--- src/design/crc8fe_pkg.sv ---
// ----------------------------------------------------------------------------
// crc8fe_pkg
// Types, codes and the CRC-8 step shared by the SPI register frame engine.
// ----------------------------------------------------------------------------
package crc8fe_pkg;

   // Command codes on the request channel
   localparam logic CMD_START = 1'b0;
   localparam logic CMD_RX    = 1'b1;

   // Request kinds
   localparam logic [1:0] KIND_STATUS  = 2'd0;
   localparam logic [1:0] KIND_WRITE   = 2'd1;
   localparam logic [1:0] KIND_READ    = 2'd2;
   localparam logic [1:0] KIND_INVALID = 2'd3;

   // Result kinds
   localparam logic OUT_FRAME = 1'b0;
   localparam logic OUT_DONE  = 1'b1;

   // Error codes
   localparam logic [1:0] ERR_NONE = 2'd0;
   localparam logic [1:0] ERR_ACK  = 2'd1;
   localparam logic [1:0] ERR_CRC  = 2'd2;
   localparam logic [1:0] ERR_RSVD = 2'd3;

   // Configuration register indexes
   localparam logic [1:0] CSR_OPC_STATUS = 2'd0;
   localparam logic [1:0] CSR_OPC_WRITE  = 2'd1;
   localparam logic [1:0] CSR_OPC_READ   = 2'd2;
   localparam logic [1:0] CSR_ACK        = 2'd3;

   localparam logic [7:0] OPC_STATUS_RESET = 8'hF0;
   localparam logic [7:0] OPC_WRITE_RESET  = 8'hF2;
   localparam logic [7:0] OPC_READ_RESET   = 8'hF4;
   localparam logic [7:0] ACK_RESET        = 8'hA5;

   localparam logic [7:0] CRC_POLY = 8'h07;

   // Index of the last byte of a frame (status frames are 4 bytes, others 8)
   localparam logic [2:0] STATUS_LAST_IDX = 3'd3;
   localparam logic [2:0] LONG_LAST_IDX   = 3'd7;

   // Received bytes kept: 0..6 (the acknowledge byte is taken on arrival)
   localparam int RX_KEEP = 7;

   typedef struct packed {
      logic        cmd;
      logic [1:0]  request_kind;
      logic [7:0]  reg_address;
      logic [31:0] write_word;
      logic [7:0]  rx_byte;
   } req_item_type;

   typedef struct packed {
      logic        out_kind;
      logic [7:0]  tx_byte;
      logic        last;
      logic [15:0] status_word;
      logic [31:0] read_word;
      logic [1:0]  error_code;
      logic [7:0]  ack_seen;
   } rsp_item_type;

   // Work handed from the front to the back: either a frame to send or a
   // finished transaction to report
   typedef struct packed {
      logic        is_done;
      logic [1:0]  frame_kind;
      logic [7:0]  opcode;
      logic [7:0]  address;
      logic [31:0] word;
      logic [15:0] status_word;
      logic [31:0] read_word;
      logic [1:0]  error_code;
      logic [7:0]  ack_seen;
   } job_type;

   // One byte through the CRC-8 (poly 0x07, MSB first)
   function automatic logic [7:0] crc8_update(input logic [7:0] crc, input logic [7:0] data);
      logic [7:0] v;
      v = crc ^ data;
      for (int b = 0; b < 8; b++) begin
         v = v[7] ? ({v[6:0], 1'b0} ^ CRC_POLY) : {v[6:0], 1'b0};
      end
      return v;
   endfunction

endpackage

--- src/design/crc8_spi_register_frame_engine_unit.sv ---
// ----------------------------------------------------------------------------
// crc8_spi_register_frame_engine_unit
// Host-side framer and checker for a CRC-8 protected SPI register protocol.
// ----------------------------------------------------------------------------
//
//  channel | ports                              | transfer when
//  --------+------------------------------------+---------------------------
//  request | push, full, req_item               | push && !full
//  result  | pop, empty, rsp_item               | pop && !empty
//  csr     | csr_write_enable, csr_index, data  | csr_write_enable
//
// A start request yields 4 (status) or 8 (write/read) frame-byte results, one
// per cycle while the result queue has room, set by the byte emitter in the
// back stage; a received byte is taken by the front and the last one yields a
// single completion report. Requests are taken every cycle while the job queue
// has room, so the front keeps taking input while the back is still emitting an
// earlier frame. Reset is synchronous, active high, and returns to idle with
// the register defaults; a stalled result side holds the back, which in turn
// fills the queue.
module crc8_spi_register_frame_engine_unit
   import crc8fe_pkg::*;
#(
   parameter int JOB_DEPTH = 4,
   parameter int RSP_DEPTH = 2
) (
   input  logic         clock,
   input  logic         reset,
   input  logic         push,
   output logic         full,
   input  req_item_type req_item,
   input  logic         pop,
   output logic         empty,
   output rsp_item_type rsp_item,
   input  logic         csr_write_enable,
   input  logic [1:0]   csr_index,
   input  logic [7:0]   csr_write_data
);

   logic         accept;
   logic         job_push;
   job_type      job_wr;
   logic         job_full;
   logic         job_empty;
   job_type      job_rd;
   logic         job_pop;
   logic         rsp_push;
   logic         rsp_full;
   rsp_item_type rsp_wr;

   // take the next item whenever the job queue has room
   assign full   = job_full;
   assign accept = push && !job_full;

   crc8fe_front u_front (
      .clock            (clock),
      .reset            (reset),
      .accept           (accept),
      .item             (req_item),
      .csr_write_enable (csr_write_enable),
      .csr_index        (csr_index),
      .csr_write_data   (csr_write_data),
      .job_push         (job_push),
      .job              (job_wr)
   );

   // decouple classification from emission
   crc8fe_fifo #(
      .item_type (job_type),
      .DEPTH     (JOB_DEPTH)
   ) u_job_q (
      .clock   (clock),
      .reset   (reset),
      .wr_en   (job_push),
      .wr_data (job_wr),
      .full    (job_full),
      .rd_en   (job_pop),
      .rd_data (job_rd),
      .empty   (job_empty)
   );

   crc8fe_back u_back (
      .clock     (clock),
      .reset     (reset),
      .job_empty (job_empty),
      .job       (job_rd),
      .job_pop   (job_pop),
      .rsp_full  (rsp_full),
      .rsp_push  (rsp_push),
      .rsp       (rsp_wr)
   );

   // hold finished results until the consumer takes them
   crc8fe_fifo #(
      .item_type (rsp_item_type),
      .DEPTH     (RSP_DEPTH)
   ) u_rsp_q (
      .clock   (clock),
      .reset   (reset),
      .wr_en   (rsp_push),
      .wr_data (rsp_wr),
      .full    (rsp_full),
      .rd_en   (pop),
      .rd_data (rsp_item),
      .empty   (empty)
   );

`ifndef SYNTHESIS
   a_job_no_overflow: assert property (@(posedge clock) disable iff (reset)
      job_push |-> !job_full)
      else $error("job queue written while full");

   a_invalid_kind_dropped: assert property (@(posedge clock) disable iff (reset)
      (accept && req_item.cmd == CMD_START && req_item.request_kind == KIND_INVALID)
      |-> !job_push)
      else $error("unknown request kind produced work");

   a_done_is_last: assert property (@(posedge clock) disable iff (reset)
      (!empty && rsp_item.out_kind == OUT_DONE) |-> rsp_item.last)
      else $error("completion report not flagged last");

   a_error_code_valid: assert property (@(posedge clock) disable iff (reset)
      (rsp_push && rsp_wr.out_kind == OUT_DONE) |-> rsp_wr.error_code != ERR_RSVD)
      else $error("reserved error code emitted");
`endif

endmodule

--- src/design/crc8fe_fifo.sv ---
// ----------------------------------------------------------------------------
// crc8fe_fifo
// Small synchronous queue used between the engine's stages.
// ----------------------------------------------------------------------------
module crc8fe_fifo #(
   parameter type item_type = logic,
   parameter int  DEPTH     = 4
) (
   input  logic     clock,
   input  logic     reset,
   input  logic     wr_en,
   input  item_type wr_data,
   output logic     full,
   input  logic     rd_en,
   output item_type rd_data,
   output logic     empty
);

   localparam int PTR_W = (DEPTH > 1) ? $clog2(DEPTH) : 1;
   localparam int CNT_W = $clog2(DEPTH + 1);
   localparam logic [PTR_W-1:0] LAST_PTR = PTR_W'(DEPTH - 1);
   localparam logic [CNT_W-1:0] FULL_CNT = CNT_W'(DEPTH);

   item_type         mem [DEPTH];
   logic [PTR_W-1:0] wr_ptr_ff, wr_ptr_in;
   logic [PTR_W-1:0] rd_ptr_ff, rd_ptr_in;
   logic [CNT_W-1:0] count_ff, count_in;
   logic             do_wr, do_rd;

   assign full    = (count_ff == FULL_CNT);
   assign empty   = (count_ff == '0);
   assign do_wr   = wr_en && !full;
   assign do_rd   = rd_en && !empty;
   assign rd_data = mem[rd_ptr_ff];

   always_comb begin
      wr_ptr_in = wr_ptr_ff;
      rd_ptr_in = rd_ptr_ff;
      count_in  = count_ff;
      if (do_wr) begin
         wr_ptr_in = (wr_ptr_ff == LAST_PTR) ? '0 : wr_ptr_ff + 1'b1;
      end
      if (do_rd) begin
         rd_ptr_in = (rd_ptr_ff == LAST_PTR) ? '0 : rd_ptr_ff + 1'b1;
      end
      if (do_wr && !do_rd) begin
         count_in = count_ff + 1'b1;
      end else if (do_rd && !do_wr) begin
         count_in = count_ff - 1'b1;
      end
   end

   always_ff @(posedge clock) begin
      if (reset) begin
         wr_ptr_ff <= '0;
         rd_ptr_ff <= '0;
         count_ff  <= '0;
      end else begin
         wr_ptr_ff <= wr_ptr_in;
         rd_ptr_ff <= rd_ptr_in;
         count_ff  <= count_in;
      end
   end

   always_ff @(posedge clock) begin
      if (do_wr) begin
         mem[wr_ptr_ff] <= wr_data;
      end
   end

endmodule

--- src/design/crc8fe_front.sv ---
// ----------------------------------------------------------------------------
// crc8fe_front
// Accepts requests and received bytes, holds the configuration registers,
// stores the incoming frame and checks it as it arrives.
// ----------------------------------------------------------------------------
module crc8fe_front
   import crc8fe_pkg::*;
(
   input  logic         clock,
   input  logic         reset,
   input  logic         accept,
   input  req_item_type item,
   input  logic         csr_write_enable,
   input  logic [1:0]   csr_index,
   input  logic [7:0]   csr_write_data,
   output logic         job_push,
   output job_type      job
);

   logic [7:0] opc_status_ff, opc_write_ff, opc_read_ff, ack_exp_ff;
   logic       busy_ff, busy_in;
   logic [1:0] kind_ff, kind_in;
   logic [2:0] count_ff, count_in;
   logic [7:0] crc_ff, crc_in;
   logic [7:0] frame_ff [RX_KEEP];
   logic       store_en;
   logic [2:0] last_idx;
   logic       in_crc_span;
   logic [7:0] crc_byte;

   assign last_idx    = (kind_ff == KIND_STATUS) ? STATUS_LAST_IDX : LONG_LAST_IDX;
   assign in_crc_span = (kind_ff == KIND_READ) ? (count_ff < 3'd6) : (count_ff < 3'd2);
   assign crc_byte    = (kind_ff == KIND_READ) ? frame_ff[6] : frame_ff[2];
   assign store_en    = accept && item.cmd == CMD_RX && busy_ff
                        && count_ff < 3'(RX_KEEP);

   always_comb begin
      busy_in  = busy_ff;
      kind_in  = kind_ff;
      count_in = count_ff;
      crc_in   = crc_ff;
      job_push = 1'b0;
      job      = '0;
      if (accept) begin
         if (item.cmd == CMD_START) begin
            // drop unknown kinds; otherwise (re)start the transaction
            if (item.request_kind != KIND_INVALID) begin
               busy_in        = 1'b1;
               kind_in        = item.request_kind;
               count_in       = '0;
               crc_in         = '0;
               job_push       = 1'b1;
               job.is_done    = 1'b0;
               job.frame_kind = item.request_kind;
               job.address    = item.reg_address;
               job.word       = item.write_word;
               unique case (item.request_kind)
                  KIND_STATUS: job.opcode = opc_status_ff;
                  KIND_WRITE:  job.opcode = opc_write_ff;
                  default:     job.opcode = opc_read_ff;
               endcase
            end
         end else if (busy_ff) begin
            count_in = count_ff + 1'b1;
            if (in_crc_span) begin
               crc_in = crc8_update(crc_ff, item.rx_byte);
            end
            if (count_ff == last_idx) begin
               // last byte is the acknowledge: report the transaction
               busy_in         = 1'b0;
               count_in        = '0;
               job_push        = 1'b1;
               job.is_done     = 1'b1;
               job.frame_kind  = kind_ff;
               job.status_word = {frame_ff[0], frame_ff[1]};
               job.ack_seen    = item.rx_byte;
               if (item.rx_byte != ack_exp_ff) begin
                  job.error_code = ERR_ACK;
               end else if (crc_ff != crc_byte) begin
                  job.error_code = ERR_CRC;
               end else begin
                  job.error_code = ERR_NONE;
               end
               if (job.error_code == ERR_NONE && kind_ff == KIND_READ) begin
                  job.read_word = {frame_ff[2], frame_ff[3], frame_ff[4], frame_ff[5]};
               end
            end
         end
      end
   end

   always_ff @(posedge clock) begin
      if (reset) begin
         opc_status_ff <= OPC_STATUS_RESET;
         opc_write_ff  <= OPC_WRITE_RESET;
         opc_read_ff   <= OPC_READ_RESET;
         ack_exp_ff    <= ACK_RESET;
         busy_ff       <= 1'b0;
         kind_ff       <= KIND_STATUS;
         count_ff      <= '0;
         crc_ff        <= '0;
      end else begin
         busy_ff  <= busy_in;
         kind_ff  <= kind_in;
         count_ff <= count_in;
         crc_ff   <= crc_in;
         if (csr_write_enable) begin
            unique case (csr_index)
               CSR_OPC_STATUS: opc_status_ff <= csr_write_data;
               CSR_OPC_WRITE:  opc_write_ff  <= csr_write_data;
               CSR_OPC_READ:   opc_read_ff   <= csr_write_data;
               CSR_ACK:        ack_exp_ff    <= csr_write_data;
            endcase
         end
      end
   end

   always_ff @(posedge clock) begin
      if (store_en) begin
         frame_ff[count_ff] <= item.rx_byte;
      end
   end

endmodule

--- src/design/crc8fe_back.sv ---
// ----------------------------------------------------------------------------
// crc8fe_back
// Takes jobs from the queue and turns them into result items: one per frame
// byte, with the CRC built byte by byte, or one completion report.
// ----------------------------------------------------------------------------
module crc8fe_back
   import crc8fe_pkg::*;
(
   input  logic         clock,
   input  logic         reset,
   input  logic         job_empty,
   input  job_type      job,
   output logic         job_pop,
   input  logic         rsp_full,
   output logic         rsp_push,
   output rsp_item_type rsp
);

   logic       active_ff, active_in;
   job_type    cur_ff;
   logic [2:0] idx_ff, idx_in;
   logic [7:0] crc_ff, crc_in;
   logic [7:0] byte_sel;
   logic [2:0] last_idx;
   logic       is_last;
   logic       is_write;

   assign is_write = (cur_ff.frame_kind == KIND_WRITE);
   assign last_idx = (cur_ff.frame_kind == KIND_STATUS) ? STATUS_LAST_IDX : LONG_LAST_IDX;
   assign is_last  = cur_ff.is_done || (idx_ff == last_idx);
   assign rsp_push = active_ff && !rsp_full;
   assign job_pop  = !job_empty && (!active_ff || (rsp_push && is_last));

   always_comb begin
      unique case (idx_ff)
         3'd0:    byte_sel = cur_ff.opcode;
         3'd1:    byte_sel = cur_ff.address;
         3'd2:    byte_sel = is_write ? cur_ff.word[31:24] : crc_ff;
         3'd3:    byte_sel = is_write ? cur_ff.word[23:16] : 8'h00;
         3'd4:    byte_sel = is_write ? cur_ff.word[15:8]  : 8'h00;
         3'd5:    byte_sel = is_write ? cur_ff.word[7:0]   : 8'h00;
         3'd6:    byte_sel = is_write ? crc_ff : 8'h00;
         default: byte_sel = 8'h00;
      endcase
   end

   always_comb begin
      rsp = '0;
      if (cur_ff.is_done) begin
         rsp.out_kind    = OUT_DONE;
         rsp.last        = 1'b1;
         rsp.status_word = cur_ff.status_word;
         rsp.read_word   = cur_ff.read_word;
         rsp.error_code  = cur_ff.error_code;
         rsp.ack_seen    = cur_ff.ack_seen;
      end else begin
         rsp.out_kind = OUT_FRAME;
         rsp.tx_byte  = byte_sel;
         rsp.last     = is_last;
      end
   end

   always_comb begin
      active_in = active_ff;
      idx_in    = idx_ff;
      crc_in    = crc_ff;
      if (rsp_push) begin
         idx_in = idx_ff + 1'b1;
         crc_in = crc8_update(crc_ff, byte_sel);
         if (is_last) begin
            active_in = 1'b0;
         end
      end
      if (job_pop) begin
         active_in = 1'b1;
         idx_in    = '0;
         crc_in    = '0;
      end
   end

   always_ff @(posedge clock) begin
      if (reset) begin
         active_ff <= 1'b0;
         idx_ff    <= '0;
         crc_ff    <= '0;
      end else begin
         active_ff <= active_in;
         idx_ff    <= idx_in;
         crc_ff    <= crc_in;
      end
   end

   always_ff @(posedge clock) begin
      if (job_pop) begin
         cur_ff <= job;
      end
   end

endmodule
--- config.mk ---
export PLATFORM = sky130hd
export DESIGN_NAME = crc8_spi_register_frame_engine_unit
export DESIGN_NICKNAME = d
export VERILOG_FILES = /design/src/design/crc8fe_pkg.sv /design/src/design/crc8_spi_register_frame_engine_unit.sv /design/src/design/crc8fe_fifo.sv /design/src/design/crc8fe_front.sv /design/src/design/crc8fe_back.sv
export SDC_FILE = /design/constraint.sdc
export NUM_CORES = 1
export LEC_CHECK = 0
export CORE_MARGIN = 4
export CORE_UTILIZATION = 30
export CTS_CLUSTER_SIZE = 25
export DETAILED_ROUTE_END_ITERATION = 12
export DONT_BUFFER_PORTS = 1
export MAX_ROUTING_LAYER = met4
export SLEW_MARGIN = 15
export SYNTH_ARGS = -nofsm -noshare
export SYNTH_HDL_FRONTEND = slang
export SYNTH_SLANG_ARGS = --single-unit
--- constraint.sdc ---
create_clock -name clock -period 16.2 [get_ports clock]
set_clock_uncertainty 0.15 [all_clocks]
set_input_delay 3.24 -clock clock [delete_from_list [all_inputs] [get_ports clock]]
set_output_delay 3.24 -clock clock [all_outputs]
set_load 0.03 [all_outputs]
==> results of run 1 <==
[cells by family (layout without fill, tap and decap cells)]
group | Yosys count | after routing | synth area share (%)
flip-flops | 807 | 807 | 75.58
AND/OR/NAND/NOR | 397 | 397 | 6.807
multiplexers | 204 | 204 | 11.22
AO/OA/AOI/OAI | 129 | 129 | 2.821
buffers and inverters | 97 | 190 | 1.242
XOR/XNOR | 61 | 61 | 1.716
adder cells (fa/ha/maj) | 15 | 15 | 0.6188
[where the power goes]
part	total (mW)	internal (mW)	switching [mW]	leakage, nW
sequential	2.92	2.74	0.180	7.68
combinational	1.46	0.560	0.903	2.54
clock	1.99	1.17	0.823	1.44
total	6.38	4.48	1.91	11.7
[state kept, by name, indices dropped and copies added, names as in the netlist, 2 cells and up, named ones only]
signal / count
u_job_q.mem: 436
u_rsp_q.mem: 136
u_back.cur_ff: 109
u_front.frame_ff: 56
u_back.crc_ff: 8
u_front.ack_exp_ff: 8
u_front.crc_ff: 8
u_front.opc_read_ff: 8
u_front.opc_status_ff: 8
u_front.opc_write_ff: 8
u_back.idx_ff: 3
u_front.count_ff: 3
u_job_q.count_ff: 3
u_front.kind_ff: 2
u_job_q.rd_ptr_ff: 2
u_job_q.wr_ptr_ff: 2
u_rsp_q.count_ff: 2
[through the flow]
| step | total power, mW | setup slack (ps) | utilization (%) | hold slack (ps) | instances |
|---|---|---|---|---|---|
| 2_1_floorplan | 4.086 | 8108 | - | 286.0 | 1710 |
| 3_3_place_gp | 4.438 | 10020 | 31.93 | 290.5 | 3012 |
| 3_5_place_dp | 4.474 | 9995 | 31.94 | 302.3 | 3012 |
| 4_1_cts | 6.491 | 10410 | 34.80 | 310.6 | 3171 |
| 5_1_grt | 6.696 | 10350 | 34.80 | 335.6 | 3171 |
| 6_report | 6.383 | 10480 | 34.80 | 313.9 | 3171 |
[metal layers]
metal | up-vias | track usage [%] | part of all wire [%]
li1 | 6682 | - | -
met1 | 7581 | 16.10 | 45
met2 | 353 | 18.43 | 47
met3 | 116 | 2.845 | 5.9
met4 | 0 | 3.858 | 2.8
met5 | - | - | 0
[layout by cell type, fill, tap and decap left out, types with 9 or more instances in the layout]
cell type and instances:
clkbuf_1 10, clkbuf_16 87, a22o_1 10, mux2i_1 25, xnor2_1 46, buf_4 19
nand3_1 9, mux4_2 109, edfxtp_1 737, ha_1 13, o21ai_0 13, nor2_1 56
nor3_1 9, and2_1 131, a21oi_1 52, clkinv_1 12, xor2_1 15, nand3b_1 17
and3_1 25, bufinv_16 10, dfxtp_1 67, mux2_2 70, clkinv_2 18, nand2_1 96
inv_1 11
[worst min path at each step]
stage                                         start                                   end  slack (ps)  depth (start not counted)
2_1_floorplan   u_front.opc_read_ff[0]$_SDFFE_PP0P_   u_front.opc_read_ff[0]$_SDFFE_PP0P_         290                          2
3_3_place_gp    u_front.opc_read_ff[1]$_SDFFE_PP0P_   u_front.opc_read_ff[1]$_SDFFE_PP0P_         290                          2
3_5_place_dp    u_front.opc_read_ff[3]$_SDFFE_PP0P_   u_front.opc_read_ff[3]$_SDFFE_PP0P_         300                          2
4_1_cts         u_front.opc_read_ff[3]$_SDFFE_PP0P_   u_front.opc_read_ff[3]$_SDFFE_PP0P_         310                          2
5_1_grt         u_front.opc_read_ff[3]$_SDFFE_PP0P_   u_front.opc_read_ff[3]$_SDFFE_PP0P_         340                          2
6_report       u_front.opc_write_ff[2]$_SDFFE_PP0P_  u_front.opc_write_ff[2]$_SDFFE_PP0P_         310                          2
[final cells by class]
cell class                      instances  area [um^2]
Sequential cell                       807        23540
Tap cell                             1368         1712
Inverter                               12        45.04
Timing Repair Buffer                   19        142.6
Multi-Input combinational cell        806         7287
Fill cell                            9618        66810
Clock buffer                           99         2242
Clock inverter                         60        689.4
==> impl_results.md, run 1 <==
- Status: completed
- Total Routed Length: around 64,000 um
- Setup Fix Bufs, Post-CTS: 0
- Ant. Diodes: 0
- Post-DP Area: between 30,000 and 40,000 um^2
- Top-level I/O count: about 140
- Largest net degree at the start of global routing: 69
- Starting Density: a little under a third
- Clock Sinks: approximately 800
- Reg2Reg Depth: 6
- Fmax: around 170 MHz
- Worst-Skew Late Latency: between 600 and 700 ps
- Chip height: about 330 um
- P_leak: 11.66 nW
- Setup CP Type: flip-flop to output pin
- Hold_buf cts: 0
- CTS tree: done
- Synth Flop Type: edfxtp_1
- Critical-path top delay cell: dfxtp_4
- First-pass GRT wire length: 96,940 um
- Hold Fails Final Rpt: 0
- Seq/Total Area, Yosys: 75.58%
- Number of global-route vias before repair: 15,130
- Cell Pwr Density: 179.0 nW/um^2
- CTS HTree Levels: 3
- Count leader, synth: edfxtp_1
- Die ar.: roughly 110,000 um^2
- Clock root buffer: clkbuf_16
- Top cell type's share of synthesized area: 71.08%
- CP Cell Sequence: mux2_2
- # setup viols final: 0
- Mapped Area: just over 30,000 um^2
- MaxCap Viol Count: 0
- CP required: about 13,000 ps
- Max incr delay on CP: between 900 and 1000 ps
- Total GRT Usage: between 10% and 20%
- Number of synthesized flops with an enable pin: 737
- Reg2reg end: u_job_q.mem[0][49]$_DFFE_PP_
- Netlist cell types: 60
- CP delay by family, top: flip-flops
- # DRC: 0
- Reg clk slew, reported paths: about 60 ps
- Post-Syn Area per Cell: roughly 18 um^2
- Worst hold path type: flip-flop to flip-flop
- Slew Limit Headroom: 20.73%
- 1st-pass router iterations: 5
- Top area cells in the synthesized netlist: edfxtp_1, mux4_2, dfxtp_1, and2_1, mux2_2
- Critical path destination: rsp_item[54]
- Total CTS buffers: between 80 and 90
- Rows: 117
- Port Buf Inserts: 0
- Gpl congestion: a little over 0.8
- Area growth syn-to-layout: 14.53%
- Peak VDD IR: 0.0001098 V
- Final HPWL DP: 38,990 um
- Vias/cell: 4.646
- Post-CTS Resized: 0
- CP Data Arrival Time: 2330 ps
- Asr flop ratio synth: 0%
- Core area: 102,500 um^2
- YS warnings: 0
- NumNets Final: 1,813
- DR vias: around 15,000
- Crit start category: flip-flop
- Share of cells above drive strength 1: about a fifth
- Reg2Reg Setup Slack: around 11,000 ps
- Synth Net Count: between 1,500 and 2,000
- Worst-margin pin slew: around 1200 ps
- Seq cells post-synth: 807
- Drt wl/cell: around 20 um
- Worst r2r src: u_front.count_ff[1]$_SDFFE_PP0P_
- Initial antenna violation count: 4
- Setup TNS: 0 ps
- Clock Path Buffers: 3
- Post-route ant nets: 0
- Crit share post-route: between 30% and 40%
- Synthesized instance count: 1,710
- Grt ovf: 0
- RSZ-0062 raised after global routing: false
- Worst setup EP type: output pin
- Design area: ~36,000 um^2
- Final min period: 5718 ps
- Worst-path maximum fanout: 68
- Post-synth top cells: edfxtp_1, and2_1, mux4_2
- WP depth: 1
- Final Max Slew Viols: 0
- DRT iter0 DRCs: about 1,200
- Worst path bufs/invs: 0
- Post-synth top area cell: edfxtp_1
- Die X-Extent: about 330 um
Power figures use the tool's default switching activity.
==> run 2, diff against run 1 <==
==> constraint.sdc (replaced) <==
create_clock -name clock -period 4.8 [get_ports clock]
set_clock_uncertainty 0.15 [all_clocks]
set_input_delay 0.96 -clock clock [delete_from_list [all_inputs] [get_ports clock]]
set_output_delay 0.96 -clock clock [all_outputs]
set_load 0.03 [all_outputs]
==> run 2 against run 1 <==
Compared with the run above: power grew to 3.3 times the previous value; routed wire length shrank 1.5%; combinational power grew to 3.4 times the previous value; non-clock buffer count grew 5; critical endpoint is now u_back.crc_ff[1]$_SDFFE_PP0P_; largest cell class unchanged; largest power group unchanged.
==> impl_results.md, run 2 (same netlist as run 1, synthesis figures left out) <==
- Final Max Slew Viols: 0 (unchanged)
- Hold_buf cts: 0 (unchanged)
- Worst r2r src: u_back.idx_ff[2]$_SDFFE_PP0P_
- Crit path from: u_back.idx_ff[2]$_SDFFE_PP0P_
- Slew Limit Headroom: 25.88% (+5.1 points)
- Rows: 117 (unchanged)
- CTS tree: done
- Post-DP Area: 32,840 um^2 (+0.34%)
- Drt wl/cell: 20.04 um (-1.5%)
- Worst-path maximum fanout: 19 (-72%)
- Total Routed Length: 63,540 um (-1.5%)
- Crit share post-route: between 70 and 80%
- Setup CP Type: flip-flop to flip-flop
- Fmax: ~280 MHz
- Final min period: around 3600 ps
- CP Data Arrival Time: 4000 ps (+1670 ps)
- Commonest non-fill, non-tap cell in the layout: edfxtp_1
- Die ar.: 109,000 um^2 (unchanged)
- Worst-Skew Late Latency: 640 ps (about the same)
- Regs by FF count: u_job_q.mem x436, u_rsp_q.mem x136, u_back.cur_ff x109
- DRT iter0 DRCs: 1,101 (-10%)
- Clock root buffer: clkbuf_16
- Core area: 102,500 um^2 (unchanged)
- Commonest cells after routing, fill and taps aside: edfxtp_1, and2_1, mux4_2
- Area growth syn-to-layout: 14.14%
- CP Cell Sequence: inv_2 -> ha_1 -> a222oi_1 -> o22a_1 -> mux2i_1 -> xor2_1 -> xor2_1 -> or3_1 -> a21oi_1
- Inst Count DP: 3,017 (+0.17%)
- Setup TNS: 0 ps (unchanged)
- Worst setup EP type: flip-flop
- 1st-pass router iterations: 5 (unchanged)
- Total CTS buffers: 84 (-3.4%)
- Gpl congestion: 0.8333 (+3.5%)
- Clock Sinks: 807 (unchanged)
- Total GRT Usage: 11.96% (-0.13 points)
- RSZ-0062 raised after global routing: false
- Final worst slack: 1221 ps (-9261 ps)
- Hold path startpoint: reset
- Final HPWL DP: 38,630 um (-0.93%)
- # DRC: 0 (unchanged)
- DR vias: 14,700 (-0.24%)
- MaxCap Viol Count: 0 (unchanged)
- First-pass GRT wire length: 96,300 um (-0.66%)
- Die X-Extent: 330.2 um (unchanged)
- Grt ovf: 0 (unchanged)
- NumNets Final: 1,815 (+0.11%)
- Post-route ant nets: 0 (unchanged)
- Setup Fix Bufs, Post-CTS: 0 (unchanged)
- Worst path bufs/invs: 1 (+1)
- Most used cell, CP: xor2_1
- CTS HTree Levels: 3 (unchanged)
- P_leak: 11.58 nW (-0.68%)
- Post-layout power: 21.11 mW (+230%)
- Clock Path Buffers: 3 (unchanged)
- Crit start category: flip-flop
- Port Buf Inserts: 0 (unchanged)
- Status: completed
- Chip height: 330.2 um (unchanged)
- Critical-path top delay cell: dfxtp_1
- Worst-margin pin slew: 1112 ps (-71.83 ps)
- Core Util, Final: 34.68% (-0.12 points)
- Post-CTS Resized: 0 (unchanged)
- Max incr delay on CP: 720 ps (-240 ps)
- CP required: 5220 ps (-7590 ps)
- Top-level I/O count: 136 (unchanged)
- Number of global-route vias before repair: 15,250 (+0.75%)
- Dpl ws: 1267 ps (-8727 ps)
- Largest reg by FF count: u_job_q.mem
- Hold slack: 246.8 ps (-67.13 ps)
- Hold Fails Final Rpt: 0 (unchanged)
- Worst hold path type: input pin to flip-flop
- Reg clk slew, reported paths: 60 ps (about the same)
- CP delay by family, top: compound AO/OA/AOI/OAI gates
- Vias/cell: 4.635 (-0.24%)
- Max FFs per register: 436 (unchanged)
- Initial antenna violation count: 2 (-2)
- Share of cells above drive strength 1: 19.15% (-0.88 points)
- Cell Pwr Density: 594.0 nW/um^2 (+230%)
- # setup viols final: 0 (unchanged)
- Final Non-Filler Cells: 3,171 (unchanged)
- Starting Density: 30.39% (unchanged)
- Largest net degree at the start of global routing: 110 (+59%)
- Peak VDD IR: 0.0003251 V (+200%)
- Design area: 35,540 um^2 (-0.34%)
run 2: layout make-up:
| type | count | area [um^2] |
|---|---|---|
| Clock buffer | 105 | 2202 |
| Antenna cell | 1 | 2.502 |
| Inverter | 12 | 45.04 |
| Clock inverter | 48 | 491.7 |
| Fill cell | 9638 | 66930 |
| Tap cell | 1368 | 1712 |
| Sequential cell | 807 | 23540 |
| Timing Repair Buffer | 24 | 255.2 |
| Multi-Input combinational cell | 806 | 7287 |
run 2: report_power, final:
group,total (mW),internal [mW],leakage [nW],switching [mW]
sequential,9.90,9.25,7.68,0.649
combinational,4.94,1.92,2.59,3.02
clock,6.27,3.66,1.31,2.61
total,21.1,14.8,11.6,6.28
run 2: path summary, 6_finish.rpt:
check | endpoint | slack, ps | cells after the start
setup / recovery | u_back.crc_ff[1]$_SDFFE_PP0P_ | 1220 | 9
hold / removal | u_front.opc_status_ff[0]$_SDFFE_PP0P_ | 250 | 1
setup reg to reg | u_back.crc_ff[1]$_SDFFE_PP0P_ | 1220 | 9
hold reg to reg | u_front.opc_write_ff[2]$_SDFFE_PP0P_ | 300 | 2
run 2: layer usage:
layer  routed length [um]  vias to the layer above  share of wire, %  track usage, %
met1                28240                     7585                44           15.64
met5                    0                        -                 0               -
met3                 3842                       91               6.0           2.995
li1                     -                     6691                 -               -
met2                30270                      330                48           18.61
met4                 1192                        0               1.9           3.422
run 2: worst register-to-register path: cells and delay by family, from the launching register on:
kind | cells | cell delay (ps)
compound gates | 3 | 890
flops | 1 | 720
xor+xnor | 2 | 510
fa+ha+maj | 1 | 420
simple gates | 1 | 330
mux | 1 | 260
buf+inv | 1 | 220
